`src/rtl/core/hsv_range_pixel_count_detector_top_macros.svh`:
```
// Assertion macros used by the detector control FSM (hsvpc_ctrl).
`ifndef HSV_RANGE_PIXEL_COUNT_DETECTOR_TOP_MACROS_SVH
`define HSV_RANGE_PIXEL_COUNT_DETECTOR_TOP_MACROS_SVH
`ifndef SYNTHESIS
`define HSVPC_ASSERT_SAME(label, clk, rst_n, pre, post) \
    label: assert property (@(posedge clk) disable iff (!rst_n) (pre) |-> (post)) \
        else $error("hsvpc check failed");
`define HSVPC_ASSERT_NEXT(label, clk, rst_n, pre, post) \
    label: assert property (@(posedge clk) disable iff (!rst_n) (pre) |=> (post)) \
        else $error("hsvpc check failed");
`else
`define HSVPC_ASSERT_SAME(label, clk, rst_n, pre, post)
`define HSVPC_ASSERT_NEXT(label, clk, rst_n, pre, post)
`endif
`endif

```
`src/rtl/core/hsvpc_pkg.sv`:
```
`timescale 1ns / 1ps
package hsvpc_pkg;

    localparam int CFG_IDX_W  = 4;
    localparam int CFG_DATA_W = 16;
    localparam int TALLY_W    = 23;
    localparam int SUM_W      = 31;
    localparam int DIV_W      = 32;
    localparam int DSR_W      = 9;

    localparam int unsigned MAX_FRAME_PIXELS = 4194304;
    localparam logic [TALLY_W-1:0] TALLY_CAP =
        (MAX_FRAME_PIXELS < 32'h7FFFFF) ? TALLY_W'(MAX_FRAME_PIXELS) : 23'h7FFFFF;

    // Q12 reciprocal numerators, doubled for round-to-nearest
    localparam logic [DIV_W-1:0] SAT_NUM = 32'd2088960;
    localparam logic [DIV_W-1:0] HUE_NUM = 32'd245760;
    localparam logic [29:0]      FIX_HALF = 30'd2048;
    localparam logic [30:0]      HUE_OFS  = 31'd739328;
    localparam logic [8:0]       HUE_SPAN = 9'd180;

    localparam logic [CFG_IDX_W-1:0] REG_HUE_LOW    = 4'd0;
    localparam logic [CFG_IDX_W-1:0] REG_HUE_HIGH   = 4'd1;
    localparam logic [CFG_IDX_W-1:0] REG_SAT_LOW    = 4'd2;
    localparam logic [CFG_IDX_W-1:0] REG_SAT_HIGH   = 4'd3;
    localparam logic [CFG_IDX_W-1:0] REG_VALUE_LOW  = 4'd4;
    localparam logic [CFG_IDX_W-1:0] REG_VALUE_HIGH = 4'd5;
    localparam logic [CFG_IDX_W-1:0] REG_BASE_FR    = 4'd6;
    localparam logic [CFG_IDX_W-1:0] REG_RATIO      = 4'd7;

    typedef enum logic [3:0] {
        ST_IDLE, ST_SDIV_GO, ST_SDIV, ST_SMUL, ST_HDIV_GO, ST_HDIV, ST_HMUL,
        ST_MATCH, ST_FRAME, ST_MDIV_GO, ST_MDIV, ST_MEAN, ST_PMUL, ST_CMP
    } state_t;

    typedef enum logic [1:0] {
        DIV_SAT, DIV_HUE, DIV_MEAN
    } div_sel_t;

    typedef struct packed {
        logic     load;
        logic     div_start;
        div_sel_t div_sel;
        logic     smul;
        logic     hmul;
        logic     match;
        logic     frame;
        logic     mean;
        logic     pmul;
        logic     cmp;
    } cmd_t;

    typedef struct packed {
        logic last;
        logic div_done;
        logic need_mean;
    } status_t;

endpackage

```
`src/rtl/core/hsv_range_pixel_count_detector_top.sv`:
```
`timescale 1ns / 1ps
// HSV range pixel counter. Each RGB888 pixel is converted to 8-bit HSV (hue 0..179) and
// counted when hue, saturation and value all sit inside the inclusive bounds; the pixel
// with frame_end set closes the frame and yields one result beat with the frame count,
// calibration status and presence flag. Saturation and hue reciprocals each go through
// the shared 32-step radix-2 divider; a frame-end pixel adds frame, product and compare
// steps, plus a mean division (same divider) on the frame that completes calibration.
// The result beat is held in an output register, so the next pixel is accepted at once;
// a frame end stalls only while the previous result beat has still not been taken.
module hsv_range_pixel_count_detector_top
    import hsvpc_pkg::*;
(
    input  logic                  clk,
    input  logic                  rst_n,
    input  logic                  cfg_we,
    input  logic [CFG_IDX_W-1:0]  cfg_index,
    input  logic [CFG_DATA_W-1:0] cfg_data,
    input  logic                  in_valid,
    output logic                  in_ready,
    input  logic [7:0]            red,
    input  logic [7:0]            green,
    input  logic [7:0]            blue,
    input  logic                  frame_end,
    output logic                  out_valid,
    input  logic                  out_ready,
    output logic [TALLY_W-1:0]    in_range_count,
    output logic                  accessory_present,
    output logic                  is_calibrated,
    output logic                  was_baseline_frame
);

    cmd_t    cmd;
    status_t status;

    hsvpc_ctrl u_ctrl (
        .clk       (clk),
        .rst_n     (rst_n),
        .in_valid  (in_valid),
        .in_ready  (in_ready),
        .out_valid (out_valid),
        .out_ready (out_ready),
        .status    (status),
        .cmd       (cmd)
    );

    hsvpc_datapath u_datapath (
        .clk                (clk),
        .rst_n              (rst_n),
        .cfg_we             (cfg_we),
        .cfg_index          (cfg_index),
        .cfg_data           (cfg_data),
        .red                (red),
        .green              (green),
        .blue               (blue),
        .frame_end          (frame_end),
        .cmd                (cmd),
        .status             (status),
        .in_range_count     (in_range_count),
        .accessory_present  (accessory_present),
        .is_calibrated      (is_calibrated),
        .was_baseline_frame (was_baseline_frame)
    );

endmodule

```
`src/rtl/core/hsvpc_div.sv`:
```
`timescale 1ns / 1ps
module hsvpc_div
    import hsvpc_pkg::*;
(
    input  logic             clk,
    input  logic             rst_n,
    input  logic             start,
    input  logic [DIV_W-1:0] dividend,
    input  logic [DSR_W-1:0] divisor,
    output logic             done,
    output logic [DIV_W-1:0] quotient
);

    logic                     busy_reg;
    logic                     done_reg;
    logic [$clog2(DIV_W)-1:0] cnt_reg;
    logic [DIV_W-1:0]         quo_reg;
    logic [DSR_W-1:0]         rem_reg;
    logic [DSR_W-1:0]         dsr_reg;
    logic [DSR_W:0]           rem_shift;
    logic [DSR_W:0]           rem_sub;
    logic                     fits;

    assign rem_shift = {rem_reg, quo_reg[DIV_W-1]};
    assign rem_sub   = rem_shift - {1'b0, dsr_reg};
    assign fits      = (rem_shift >= {1'b0, dsr_reg});

    always_ff @(posedge clk or negedge rst_n)
    begin
        if (!rst_n)
        begin
            busy_reg <= 1'b0;
            done_reg <= 1'b0;
            cnt_reg  <= '0;
        end
        else if (start)
        begin
            busy_reg <= 1'b1;
            done_reg <= 1'b0;
            cnt_reg  <= '0;
        end
        else if (busy_reg)
        begin
            cnt_reg <= cnt_reg + 1'b1;
            if (cnt_reg == ($clog2(DIV_W))'(DIV_W - 1))
            begin
                busy_reg <= 1'b0;
                done_reg <= 1'b1;
            end
        end
        else
        begin
            done_reg <= 1'b0;
        end
    end

    // one quotient bit per cycle, restoring
    always_ff @(posedge clk)
    begin
        if (start)
        begin
            quo_reg <= dividend;
            rem_reg <= '0;
            dsr_reg <= divisor;
        end
        else if (busy_reg)
        begin
            quo_reg <= {quo_reg[DIV_W-2:0], fits};
            rem_reg <= fits ? rem_sub[DSR_W-1:0] : rem_shift[DSR_W-1:0];
        end
    end

    assign done     = done_reg;
    assign quotient = quo_reg;

endmodule

```
`src/rtl/core/hsvpc_ctrl.sv`:
```
`timescale 1ns / 1ps
`include "hsv_range_pixel_count_detector_top_macros.svh"
module hsvpc_ctrl
    import hsvpc_pkg::*;
(
    input  logic    clk,
    input  logic    rst_n,
    input  logic    in_valid,
    output logic    in_ready,
    output logic    out_valid,
    input  logic    out_ready,
    input  status_t status,
    output cmd_t    cmd
);

    state_t state_reg;
    state_t state_next;
    logic   out_valid_reg;

    always_ff @(posedge clk or negedge rst_n)
    begin
        if (!rst_n)
            state_reg <= ST_IDLE;
        else
            state_reg <= state_next;
    end

    // hold the result beat until taken
    always_ff @(posedge clk or negedge rst_n)
    begin
        if (!rst_n)
            out_valid_reg <= 1'b0;
        else if (cmd.cmp)
            out_valid_reg <= 1'b1;
        else if (out_ready)
            out_valid_reg <= 1'b0;
    end

    assign out_valid = out_valid_reg;

    always_comb
    begin
        state_next = state_reg;
        case (state_reg)
            ST_IDLE:    if (in_valid) state_next = ST_SDIV_GO;
            ST_SDIV_GO: state_next = ST_SDIV;
            ST_SDIV:    if (status.div_done) state_next = ST_SMUL;
            ST_SMUL:    state_next = ST_HDIV_GO;
            ST_HDIV_GO: state_next = ST_HDIV;
            ST_HDIV:    if (status.div_done) state_next = ST_HMUL;
            ST_HMUL:    state_next = ST_MATCH;
            ST_MATCH:   state_next = status.last ? ST_FRAME : ST_IDLE;
            ST_FRAME:   state_next = status.need_mean ? ST_MDIV_GO : ST_PMUL;
            ST_MDIV_GO: state_next = ST_MDIV;
            ST_MDIV:    if (status.div_done) state_next = ST_MEAN;
            ST_MEAN:    state_next = ST_PMUL;
            ST_PMUL:    state_next = ST_CMP;
            ST_CMP:     if (!out_valid_reg || out_ready) state_next = ST_IDLE;
            default:    state_next = ST_IDLE;
        endcase
    end

    always_comb
    begin
        cmd       = '0;
        in_ready  = 1'b0;
        case (state_reg)
            ST_IDLE:
            begin
                in_ready = 1'b1;
                cmd.load = in_valid;
            end
            ST_SDIV_GO:
            begin
                cmd.div_start = 1'b1;
                cmd.div_sel   = DIV_SAT;
            end
            ST_HDIV_GO:
            begin
                cmd.div_start = 1'b1;
                cmd.div_sel   = DIV_HUE;
            end
            ST_MDIV_GO:
            begin
                cmd.div_start = 1'b1;
                cmd.div_sel   = DIV_MEAN;
            end
            ST_SMUL:  cmd.smul  = 1'b1;
            ST_HMUL:  cmd.hmul  = 1'b1;
            ST_MATCH: cmd.match = 1'b1;
            ST_FRAME: cmd.frame = 1'b1;
            ST_MEAN:  cmd.mean  = 1'b1;
            ST_PMUL:  cmd.pmul  = 1'b1;
            ST_CMP:   cmd.cmp   = !out_valid_reg || out_ready;
            default:  cmd = '0;
        endcase
    end

    `HSVPC_ASSERT_NEXT(a_hold_beat, clk, rst_n, out_valid && !out_ready, out_valid)
    `HSVPC_ASSERT_SAME(a_no_overwrite, clk, rst_n, out_valid && !out_ready, !cmd.cmp)
    `HSVPC_ASSERT_NEXT(a_wait_div, clk, rst_n,
        (state_reg == ST_SDIV) && !status.div_done, state_reg == ST_SDIV)
    `HSVPC_ASSERT_NEXT(a_publish, clk, rst_n, cmd.cmp, out_valid)

endmodule

```
`src/rtl/core/hsvpc_datapath.sv`:
```
`timescale 1ns / 1ps
module hsvpc_datapath
    import hsvpc_pkg::*;
(
    input  logic                  clk,
    input  logic                  rst_n,
    input  logic                  cfg_we,
    input  logic [CFG_IDX_W-1:0]  cfg_index,
    input  logic [CFG_DATA_W-1:0] cfg_data,
    input  logic [7:0]            red,
    input  logic [7:0]            green,
    input  logic [7:0]            blue,
    input  logic                  frame_end,
    input  cmd_t                  cmd,
    output status_t               status,
    output logic [TALLY_W-1:0]    in_range_count,
    output logic                  accessory_present,
    output logic                  is_calibrated,
    output logic                  was_baseline_frame
);

    logic [7:0]  hue_low_reg, hue_high_reg, sat_low_reg, sat_high_reg;
    logic [7:0]  value_low_reg, value_high_reg, base_fr_reg;
    logic [15:0] ratio_reg;

    logic [7:0]          v_reg, diff_reg;
    logic signed [11:0]  h_reg;
    logic                last_reg;
    logic [8:0]          s_reg, hq_reg;
    logic [TALLY_W-1:0]  tally_reg, count_reg, baseline_reg;
    logic [SUM_W-1:0]    sum_reg;
    logic [7:0]          taken_reg;
    logic                took_reg;
    logic [38:0]         rhs_reg;
    logic [38:0]         lhs_reg;

    logic [TALLY_W-1:0]  out_count_reg;
    logic                out_present_reg, out_calib_reg, out_took_reg;

    logic [7:0]          v_c, mn_c, diff_c;
    logic signed [11:0]  h_c;
    logic [DIV_W-1:0]    div_dvd;
    logic [DSR_W-1:0]    div_dsr;
    logic                div_done;
    logic [DIV_W-1:0]    div_q;
    logic [20:0]         q_sat;
    logic [16:0]         q_hue;
    logic [29:0]         s_sum;
    logic signed [29:0]  h_prod;
    logic [30:0]         h_sum;
    logic [8:0]          hq_raw;
    logic                hit;
    logic [TALLY_W-1:0]  tally_inc;
    logic                took_c;
    logic [8:0]          taken_inc;

    always_ff @(posedge clk or negedge rst_n)
    begin
        if (!rst_n)
        begin
            hue_low_reg    <= 8'd0;
            hue_high_reg   <= 8'd179;
            sat_low_reg    <= 8'd0;
            sat_high_reg   <= 8'd255;
            value_low_reg  <= 8'd0;
            value_high_reg <= 8'd255;
            base_fr_reg    <= 8'd10;
            ratio_reg      <= 16'd384;
        end
        else if (cfg_we)
        begin
            case (cfg_index)
                REG_HUE_LOW:    hue_low_reg    <= cfg_data[7:0];
                REG_HUE_HIGH:   hue_high_reg   <= cfg_data[7:0];
                REG_SAT_LOW:    sat_low_reg    <= cfg_data[7:0];
                REG_SAT_HIGH:   sat_high_reg   <= cfg_data[7:0];
                REG_VALUE_LOW:  value_low_reg  <= cfg_data[7:0];
                REG_VALUE_HIGH: value_high_reg <= cfg_data[7:0];
                REG_BASE_FR:    base_fr_reg    <= cfg_data[7:0];
                REG_RATIO:      ratio_reg      <= cfg_data;
                default:        ratio_reg      <= ratio_reg;
            endcase
        end
    end

    always_comb
    begin
        v_c  = red;
        mn_c = red;
        if (green > v_c) v_c = green;
        if (blue > v_c)  v_c = blue;
        if (green < mn_c) mn_c = green;
        if (blue < mn_c)  mn_c = blue;
        diff_c = v_c - mn_c;
        if (v_c == red)
            h_c = $signed({4'b0, green}) - $signed({4'b0, blue});
        else if (v_c == green)
            h_c = $signed({4'b0, blue}) - $signed({4'b0, red})
                + $signed({3'b0, diff_c, 1'b0});
        else
            h_c = $signed({4'b0, red}) - $signed({4'b0, green})
                + $signed({2'b0, diff_c, 2'b0});
    end

    always_comb
    begin
        case (cmd.div_sel)
            DIV_SAT:
            begin
                div_dvd = SAT_NUM + {24'b0, v_reg};
                div_dsr = {v_reg, 1'b0};
            end
            DIV_HUE:
            begin
                div_dvd = HUE_NUM + {24'b0, diff_reg};
                div_dsr = {diff_reg, 1'b0};
            end
            DIV_MEAN:
            begin
                div_dvd = {1'b0, sum_reg};
                div_dsr = {1'b0, taken_reg};
            end
            default:
            begin
                div_dvd = '0;
                div_dsr = '0;
            end
        endcase
    end

    hsvpc_div u_div (
        .clk      (clk),
        .rst_n    (rst_n),
        .start    (cmd.div_start),
        .dividend (div_dvd),
        .divisor  (div_dsr),
        .done     (div_done),
        .quotient (div_q)
    );

    // gray and black take a zero reciprocal
    assign q_sat  = (v_reg == 8'd0) ? '0 : div_q[20:0];
    assign q_hue  = (diff_reg == 8'd0) ? '0 : div_q[16:0];
    assign s_sum  = ({1'b0, diff_reg * q_sat}) + FIX_HALF;
    assign h_prod = h_reg * $signed({1'b0, q_hue});
    assign h_sum  = 31'($signed({h_prod[29], h_prod})) + HUE_OFS;
    assign hq_raw = h_sum[20:12];

    assign hit = (hq_reg >= {1'b0, hue_low_reg}) && (hq_reg <= {1'b0, hue_high_reg})
              && (s_reg >= {1'b0, sat_low_reg}) && (s_reg <= {1'b0, sat_high_reg})
              && (v_reg >= value_low_reg) && (v_reg <= value_high_reg);
    assign tally_inc = (hit && (tally_reg < TALLY_CAP)) ? tally_reg + 1'b1 : tally_reg;

    assign took_c    = (taken_reg < base_fr_reg);
    assign taken_inc = {1'b0, taken_reg} + 9'd1;

    always_ff @(posedge clk)
    begin
        if (cmd.load)
        begin
            v_reg    <= v_c;
            diff_reg <= diff_c;
            h_reg    <= h_c;
            last_reg <= frame_end;
        end
        if (cmd.smul)
            s_reg <= s_sum[20:12];
        if (cmd.hmul)
            hq_reg <= (hq_raw >= HUE_SPAN) ? hq_raw - HUE_SPAN : hq_raw;
        if (cmd.match)
            count_reg <= tally_inc;
        if (cmd.frame)
            took_reg <= took_c;
        if (cmd.pmul)
        begin
            rhs_reg <= baseline_reg * ratio_reg;
            lhs_reg <= {8'b0, count_reg, 8'b0};
        end
        if (cmd.cmp)
        begin
            out_count_reg   <= count_reg;
            out_present_reg <= !took_reg && (lhs_reg > rhs_reg);
            out_calib_reg   <= (taken_reg >= base_fr_reg);
            out_took_reg    <= took_reg;
        end
    end

    always_ff @(posedge clk or negedge rst_n)
    begin
        if (!rst_n)
        begin
            tally_reg    <= '0;
            sum_reg      <= '0;
            taken_reg    <= '0;
            baseline_reg <= '0;
        end
        else
        begin
            if (cmd.match)
                tally_reg <= last_reg ? '0 : tally_inc;
            if (cmd.frame && took_c)
            begin
                sum_reg   <= sum_reg + {8'b0, count_reg};
                taken_reg <= taken_inc[7:0];
            end
            if (cmd.mean)
                baseline_reg <= div_q[TALLY_W-1:0];
        end
    end

    assign status.last      = last_reg;
    assign status.div_done  = div_done;
    assign status.need_mean = took_c && (taken_inc >= {1'b0, base_fr_reg});

    assign in_range_count     = out_count_reg;
    assign accessory_present  = out_present_reg;
    assign is_calibrated      = out_calib_reg;
    assign was_baseline_frame = out_took_reg;

endmodule

```
`config.mk`:
```
export PLATFORM = sky130hd
export DESIGN_NAME = hsv_range_pixel_count_detector_top
export DESIGN_NICKNAME = d
export VERILOG_FILES = /design/src/rtl/core/hsvpc_pkg.sv /design/src/rtl/core/hsv_range_pixel_count_detector_top.sv /design/src/rtl/core/hsvpc_div.sv /design/src/rtl/core/hsvpc_ctrl.sv /design/src/rtl/core/hsvpc_datapath.sv
export VERILOG_INCLUDE_DIRS = /design/src /design/src/rtl/core
export SDC_FILE = /design/constraint.sdc
export NUM_CORES = 2
export LEC_CHECK = 0
export BUFFER_PORTS_ARGS = -buffer_cell sky130_fd_sc_hd__buf_2
export CAP_MARGIN = 20
export CORE_AREA = 4 4 273 275
export CTS_BUF_LIST = sky130_fd_sc_hd__clkbuf_16
export DETAILED_ROUTE_END_ITERATION = 6
export DIE_AREA = 0 0 277 279
export GPL_ROUTABILITY_DRIVEN = 0
export GPL_TIMING_DRIVEN = 0
export HOLD_SLACK_MARGIN = 0.1
export PLACE_DENSITY = 0.89
export SKIP_LAST_GASP = 1
export SLEW_MARGIN = 20
export SYNTH_ARGS = -nofsm -noshare
export SYNTH_HDL_FRONTEND = slang
export SYNTH_HIERARCHICAL = 1
export SYNTH_SLANG_ARGS = --single-unit
```
`constraint.sdc`:
```
create_clock -name clk -period 7.55 [get_ports clk]
set_input_delay 0.755 -clock clk [delete_from_list [all_inputs] [get_ports clk]]
set_output_delay 0.755 -clock clk [all_outputs]
set_load 0.02 [all_outputs]
```
Yosys cells after proc, flatten, opt, wreduce, memory -nomap -nowiden
Cells that the tools add are included.

Flip-flop bits (word level): 378. Bits of input ports: 50. Output and inout bits: 28. Word-level logic and storage cells: 173.

$add $sub $neg: 16. Multipliers: 3. $lt $le $gt $ge: 17. Eq/ne operators: 31. Muxes and demuxes: 44. Reduce and logical (&&, ||, !) cells: 28.

Operators by type and width (number): 32-bit case mux with 3 select lines (1); 32-bit 2-to-1 mux (2); 4-bit case mux with 14 select lines (1); 23-bit 2-to-1 mux (2); 31-bit by 39-bit greater-than comparator with 1-bit output (1); 23-bit by 16-bit multiplier with 39-bit output (1); 4-bit by 3-bit == test with 1-bit output (second input constant) (8); 8-bit 2-to-1 mux (4); 31-bit by 23-bit adder with 31-bit output (1); 9-bit by 8-bit >= comparator with 1-bit output (3); 9-bit case mux with 3 select lines (1); 8-bit by 8-bit subtractor with 9-bit output (3); 4-bit == test (second input constant) (6); 8-bit < comparator (3); 12-bit 2-to-1 mux (2); 4-bit 2-to-1 mux (6); 23-bit by 1-bit adder with 23-bit output (second input constant) (1); 23-bit < comparator (second input constant) (1); 21-bit by 8-bit adder with 22-bit output (first input constant) (1); 21-bit by 12-bit adder with 21-bit output (second input constant) (1); 21-bit adder (second input constant) (1); 12-bit by 18-bit multiplier with 21-bit output (1); 8-bit by 21-bit multiplier with 21-bit output (1); 21-bit 2-to-1 mux (1); 38 further kinds (86).

Depth between registers and ports, before layout
Depth after elaboration: 9. Mapped depth: 36.

Cells and area by module
The synthesis kept the hierarchy.

By module, submodules not included: hsvpc_datapath (instances 1, cells an instance 4075, area an instance 38912.3 µm², seq. area each 8734.6 µm²); hsvpc_div (instances 1, cells an instance 207, area an instance 2777.7 µm², seq. area each 1586.5 µm²); hsvpc_ctrl (instances 1, cells an instance 54, area an instance 414.1 µm², seq. area each 125.1 µm²).

Worst setup path before layout
Ideal clock, no wire load.

Kind: input to register. Start point: input green[2]. End point: register u_datapath.h_reg[8], data pin. Arrival time: 7954 ps. Data required time: 7289 ps. Slack: -665 ps. Stages on the path: 31. Path buffers: 2. Cell sequence: inv_1 -> ha_1 -> nand3b_2 -> a211oi_4 -> or2_1 -> buf_4 -> clkbuf_1 -> nor2_1 -> a21oi_1 -> ha_1 -> and3_1 -> a221o_1 -> a21o_1 -> a211o_1 -> a32o_1 -> nor3_2 -> nor2_2 -> or4_1 -> ha_1 -> a31oi_1 -> a211oi_1 -> o31ai_4 -> xnor2_1 -> ha_1 -> a21oi_1 -> nor2_1 -> a2111oi_0 -> a211oi_1 -> a211o_1 -> xor2_1 -> a221o_1.

Longest elaborated chain between the ends: 8.

RTL lines: start, declared (line hsv_range_pixel_count_detector_top.sv:21) `input logic [7:0] green,`; 8-bit greater-than comparator / 8-bit < comparator (equally long branches) (line hsvpc_datapath.sv:90, hsvpc_datapath.sv:92); 8-bit 2-to-1 mux (on tied branches) (line hsvpc_datapath.sv:90, hsvpc_datapath.sv:92); 8-bit greater-than comparator / 8-bit < comparator (equally long branches) (line hsvpc_datapath.sv:91, hsvpc_datapath.sv:93); 8-bit 2-to-1 mux (on tied branches) (line hsvpc_datapath.sv:91, hsvpc_datapath.sv:93); 8-bit subtractor (line hsvpc_datapath.sv:94) `diff_c = v_c - mn_c;`; 12-bit by 11-bit adder with 12-bit output / 12-bit by 10-bit adder with 12-bit output (equally long branches) (line hsvpc_datapath.sv:102, hsvpc_datapath.sv:99); 12-bit 2-to-1 mux (line hsvpc_datapath.sv:97) `else if (v_c == green)`; 12-bit 2-to-1 mux * (line hsvpc_datapath.sv:95) `if (v_c == red)`; via u_datapath.h_c[8] (line hsvpc_datapath.sv:41) `logic signed [11:0] h_c;`; end signal, assigned (line hsvpc_datapath.sv:163) `h_reg <= h_c;`; end, declared (line hsvpc_datapath.sv:27) `logic signed [11:0] h_reg;`.

The timed path passes the listed nets; every way through them passes the cells marked *. A chain may end at the register's enable or synchronous reset.

Worst setup path after layout
Start point: register u_datapath.diff_reg[1]. End point: register u_datapath.hq_reg[6], data pin.

Longest elaborated chain between the ends: 6.

RTL lines: start, declared (line hsvpc_datapath.sv:26) `logic [7:0] v_reg, diff_reg;`; start signal, assigned (line hsvpc_datapath.sv:162) `diff_reg <= diff_c;`; 8-bit zero test * (line hsvpc_datapath.sv:143) `assign q_hue = (diff_reg == 8'd0) ? '0 : div_q[16:0];`; 17-bit 2-to-1 mux * (line hsvpc_datapath.sv:143); 12-bit by 18-bit multiplier with 21-bit output * (line hsvpc_datapath.sv:145) `assign h_prod = h_reg * $signed({1'b0, q_hue});`; 21-bit adder * (line hsvpc_datapath.sv:146) `assign h_sum = 31'($signed({h_prod[29], h_prod})) + HUE_OFS;`; 9-bit by 8-bit subtractor with 9-bit output / 9-bit by 8-bit >= comparator with 1-bit output (equally long branches) (line hsvpc_datapath.sv:169) `hq_reg <= (hq_raw >= HUE_SPAN) ? hq_raw - HUE_SPAN : hq_raw;`; 9-bit 2-to-1 mux * (line hsvpc_datapath.sv:169); end signal, assigned (line hsvpc_datapath.sv:169); end, declared (line hsvpc_datapath.sv:29) `logic [8:0] s_reg, hq_reg;`.

Every way passes the cells marked *; elsewhere a longest branch is shown, timed or not.

==> impl_results.md <==
* Pins Over Slew Limit at 0
* RSZ-0062 raised after global routing: true
* # rows at just under 100
* Top-area cell type share of the netlist area at 24.30%
* Synth warn at 6
* Critical path destination: u_datapath/hq_reg[6]$_DFFE_PP_
* Initial Util at around three fifths
* Sequential area share after synthesis at 24.81%
* Yosys reg bits at ~380
* Worst clock skew at 0.03897 ns
* Post-synth ARST share at 44.71%
* Drt drc at 4
* Most frequent cell after synthesis: inv_1
* Num Clock Sinks at 378
* DR WL/cell at 22.00 um
* Vias/cell at 6.234
* Crit-path max FO at 8
* CTS Hold Buffers Added at 0
* H-tree level count at 2
* Syn_nets at 5,295
* Fin. Hold Viols at 0
* Failing checks: design-rule violations
* Fmax at 0.1332 GHz
* Worst R2R Start: u_datapath/diff_reg[1]$_DFFE_PP_
* Status: finished, violations left
* CP arrival at 7.81 ns
* Pre-antenna DRT Iters at 7
* Least-Margin Pin Slew at 1.138 ns
* Setup TNS at 0 ns
* Most used cell, CP: fa_1
* Critical path class: flop to flop
* Worst EP required at 7.85 ns
* Chip width at 277 um
* CTS Buffer Depth at 3
* CTS Buf Count at 41
* CP Launch Type: flop
* Area of the die at approximately 77,000 um2
* Fin crit share at 99.42%
* Largest net degree at the start of global routing at 90
* Max Cap Violations at 0
* Period minus WS final at between 7 and 8 ns
* HP Class: input port to asynchronous set/reset pin
* Worst setup EP type: flop
* Post-DP HPWL at ~90,000 um
* Routed WL at 121,200 um
* Synthesized instance count at about 4,300
* R2R Setup Slk at 0.04 ns
* Synth area leaders: fa_1, edfxtp_1, ha_1
* Initial antenna violation count at 4
* Distinct cells, synth at 96
* Area Overhead vs Synth at 10.69%
* Clock slew at reported path FFs at 0.06 ns
* CTS tree: yes
* I/O Pins at 78
* Clock Tree Root: clkbuf_16
* Synth cell count leaders: inv_1, nand2_1, fa_1
* Crit Reg-Reg Endpoint: u_datapath/hq_reg[6]$_DFFE_PP_
* Global route total overflow at 0
* Final net count at 5,473
* Initial DRC count at 4,066
* Mean Syn Cell Area at 9.710 um2
* First-pass GRT wire length at 189,300 um
* Setup Viol. Count Final at 0
* Ratio of cells with drive above 1 in the final layout at 12.84%
* Die Y at 279 um
* CP startpoint: u_datapath/diff_reg[1]$_DFFE_PP_
* R2R cell count at 25
* Routed vias at 34,350
* Gr usage total at 30.61%
* Max incr delay on CP at approximately 0.59 ns
* Rel. slew slack at 23.83%
* Worst skew pair latency at about 0.6 ns
* Critical path's slowest cell: fa_1
* Core region area at 72,340 um2
* Post-Synthesis Cell Area at 42,100 um2
* Port bufs at 77
* Main synth FF type: edfxtp_1
* Antenna-violating nets left at 0
* Max reg flops at 39
* Post-synth EDFFs at 200
* Largest area contributor in the netlist: fa_1
* Vias in the first global route at 35,553
critical path: cells and delay by family (launching register included):
| kind | cells | cell delay, ns |
|---|---|---|
| adders and majority gates | 7 | 3.17 |
| and+or+nand+nor | 9 | 2.23 |
| xor gates and xnor gates | 1 | 0.14 |
| AOI/OAI and AO/OA | 5 | 0.83 |
| DFF | 1 | 0.46 |
| buffers and inverters | 3 | 0.38 |
cell type report:
cell class                 instances  area (um2)
tap                              959        1200
buffer                           166       877.1
sequential                       378       10470
clock inverter                    34       264.0
antenna                            4       10.01
clock buffer                      42        1051
timing repair buffer             148        1013
inverter                         707        2664
fill                            4980       25730
multi-input combinational       3072       29050
layer usage:
metal	vias to the layer above	track usage, %	wire, um
met5	-	0	11
met4	2	20.13	10170
met3	773	6.965	13550
met2	2446	50.41	56960
met1	16649	36.30	40510
li1	14480	-	-
worst min path at each step:
stage	cells past startpoint	to	from
after floorplan	0	u_datapath/was_baseline_frame$_DFFE_PP_	u_datapath/took_reg$_DFFE_PP_
after global placement	1	u_datapath/sum_reg[30]$_DFFE_PN0P_	u_datapath/sum_reg[30]$_DFFE_PN0P_
after detailed placement	1	u_datapath/sum_reg[24]$_DFFE_PN0P_	u_datapath/sum_reg[24]$_DFFE_PN0P_
after CTS	1	u_datapath/u_div/cnt_reg[1]$_DFFE_PN0P_	rst_n
after global routing	1	u_datapath/u_div/cnt_reg[4]$_DFFE_PN0P_	rst_n
final	1	u_datapath/u_div/cnt_reg[1]$_DFFE_PN0P_	rst_n
stage by stage:
step / area, um2 / setup WS [ns] / util (%) / std cells / hold WS (ns)
6_report: 46600 / 0.04406 / 64.43 / 5510 / 0.1558
5_1_grt: 46600 / -0.1554 / 64.41 / 5507 / 0.1980
4_1_cts: 45860 / -0.02769 / 63.39 / 5473 / 0.1700
3_5_place_dp: 43980 / -1.565 / 60.79 / 5374 / 0.4735
3_3_place_gp: 43880 / -1.521 / 60.65 / 5372 / 0.4558
2_1_floorplan: 42290 / -0.1341 / - / 4336 / 0.4274
logic make-up after synthesis:
family | count (synthesis) | synth area share, %
DFF | 378 | 24.81
AOI/OAI and AO/OA | 544 | 8.514
muxes | 132 | 3.486
and+or+nand+nor | 1275 | 14.69
xor gates and xnor gates | 210 | 4.386
other | 1 | 0.008906
buffers and inverters | 886 | 7.952
adders and majority gates | 910 | 36.15
repair_timing:
| action | CTS | global route |
|---|---|---|
| pin swaps | 18 | 58 |
| cloned | 0 | 1 |
| setup endpoints to repair | 23 | 18 |
| resized for setup | 115 | 162 |
| setup buffers | 32 | 37 |
placed cells by master (no fill, tap or decap), types with 40 or more instances in the layout:
master     synthesis  final
a21o_1            70     69
a21oi_1          137    115
and2_1           154    147
and3_1           153    147
buf_2              3     83
buf_4              3     71
clkbuf_1         164    104
clkbuf_16          0     43
dfrtp_1          144    122
edfxtp_1         200    200
fa_1             511    509
ha_1             398    384
inv_1            707    711
mux2_2           111    111
nand2_1          569    565
nand3_1           57     57
nor2_1           127    120
nor2b_1           41     40
o21ai_0          137    130
xnor2_1          136    131
xor2_1            73     72
Power is not shown: default switching activity piles up to over one toggle a cycle in this logic, so the estimate is an artifact.
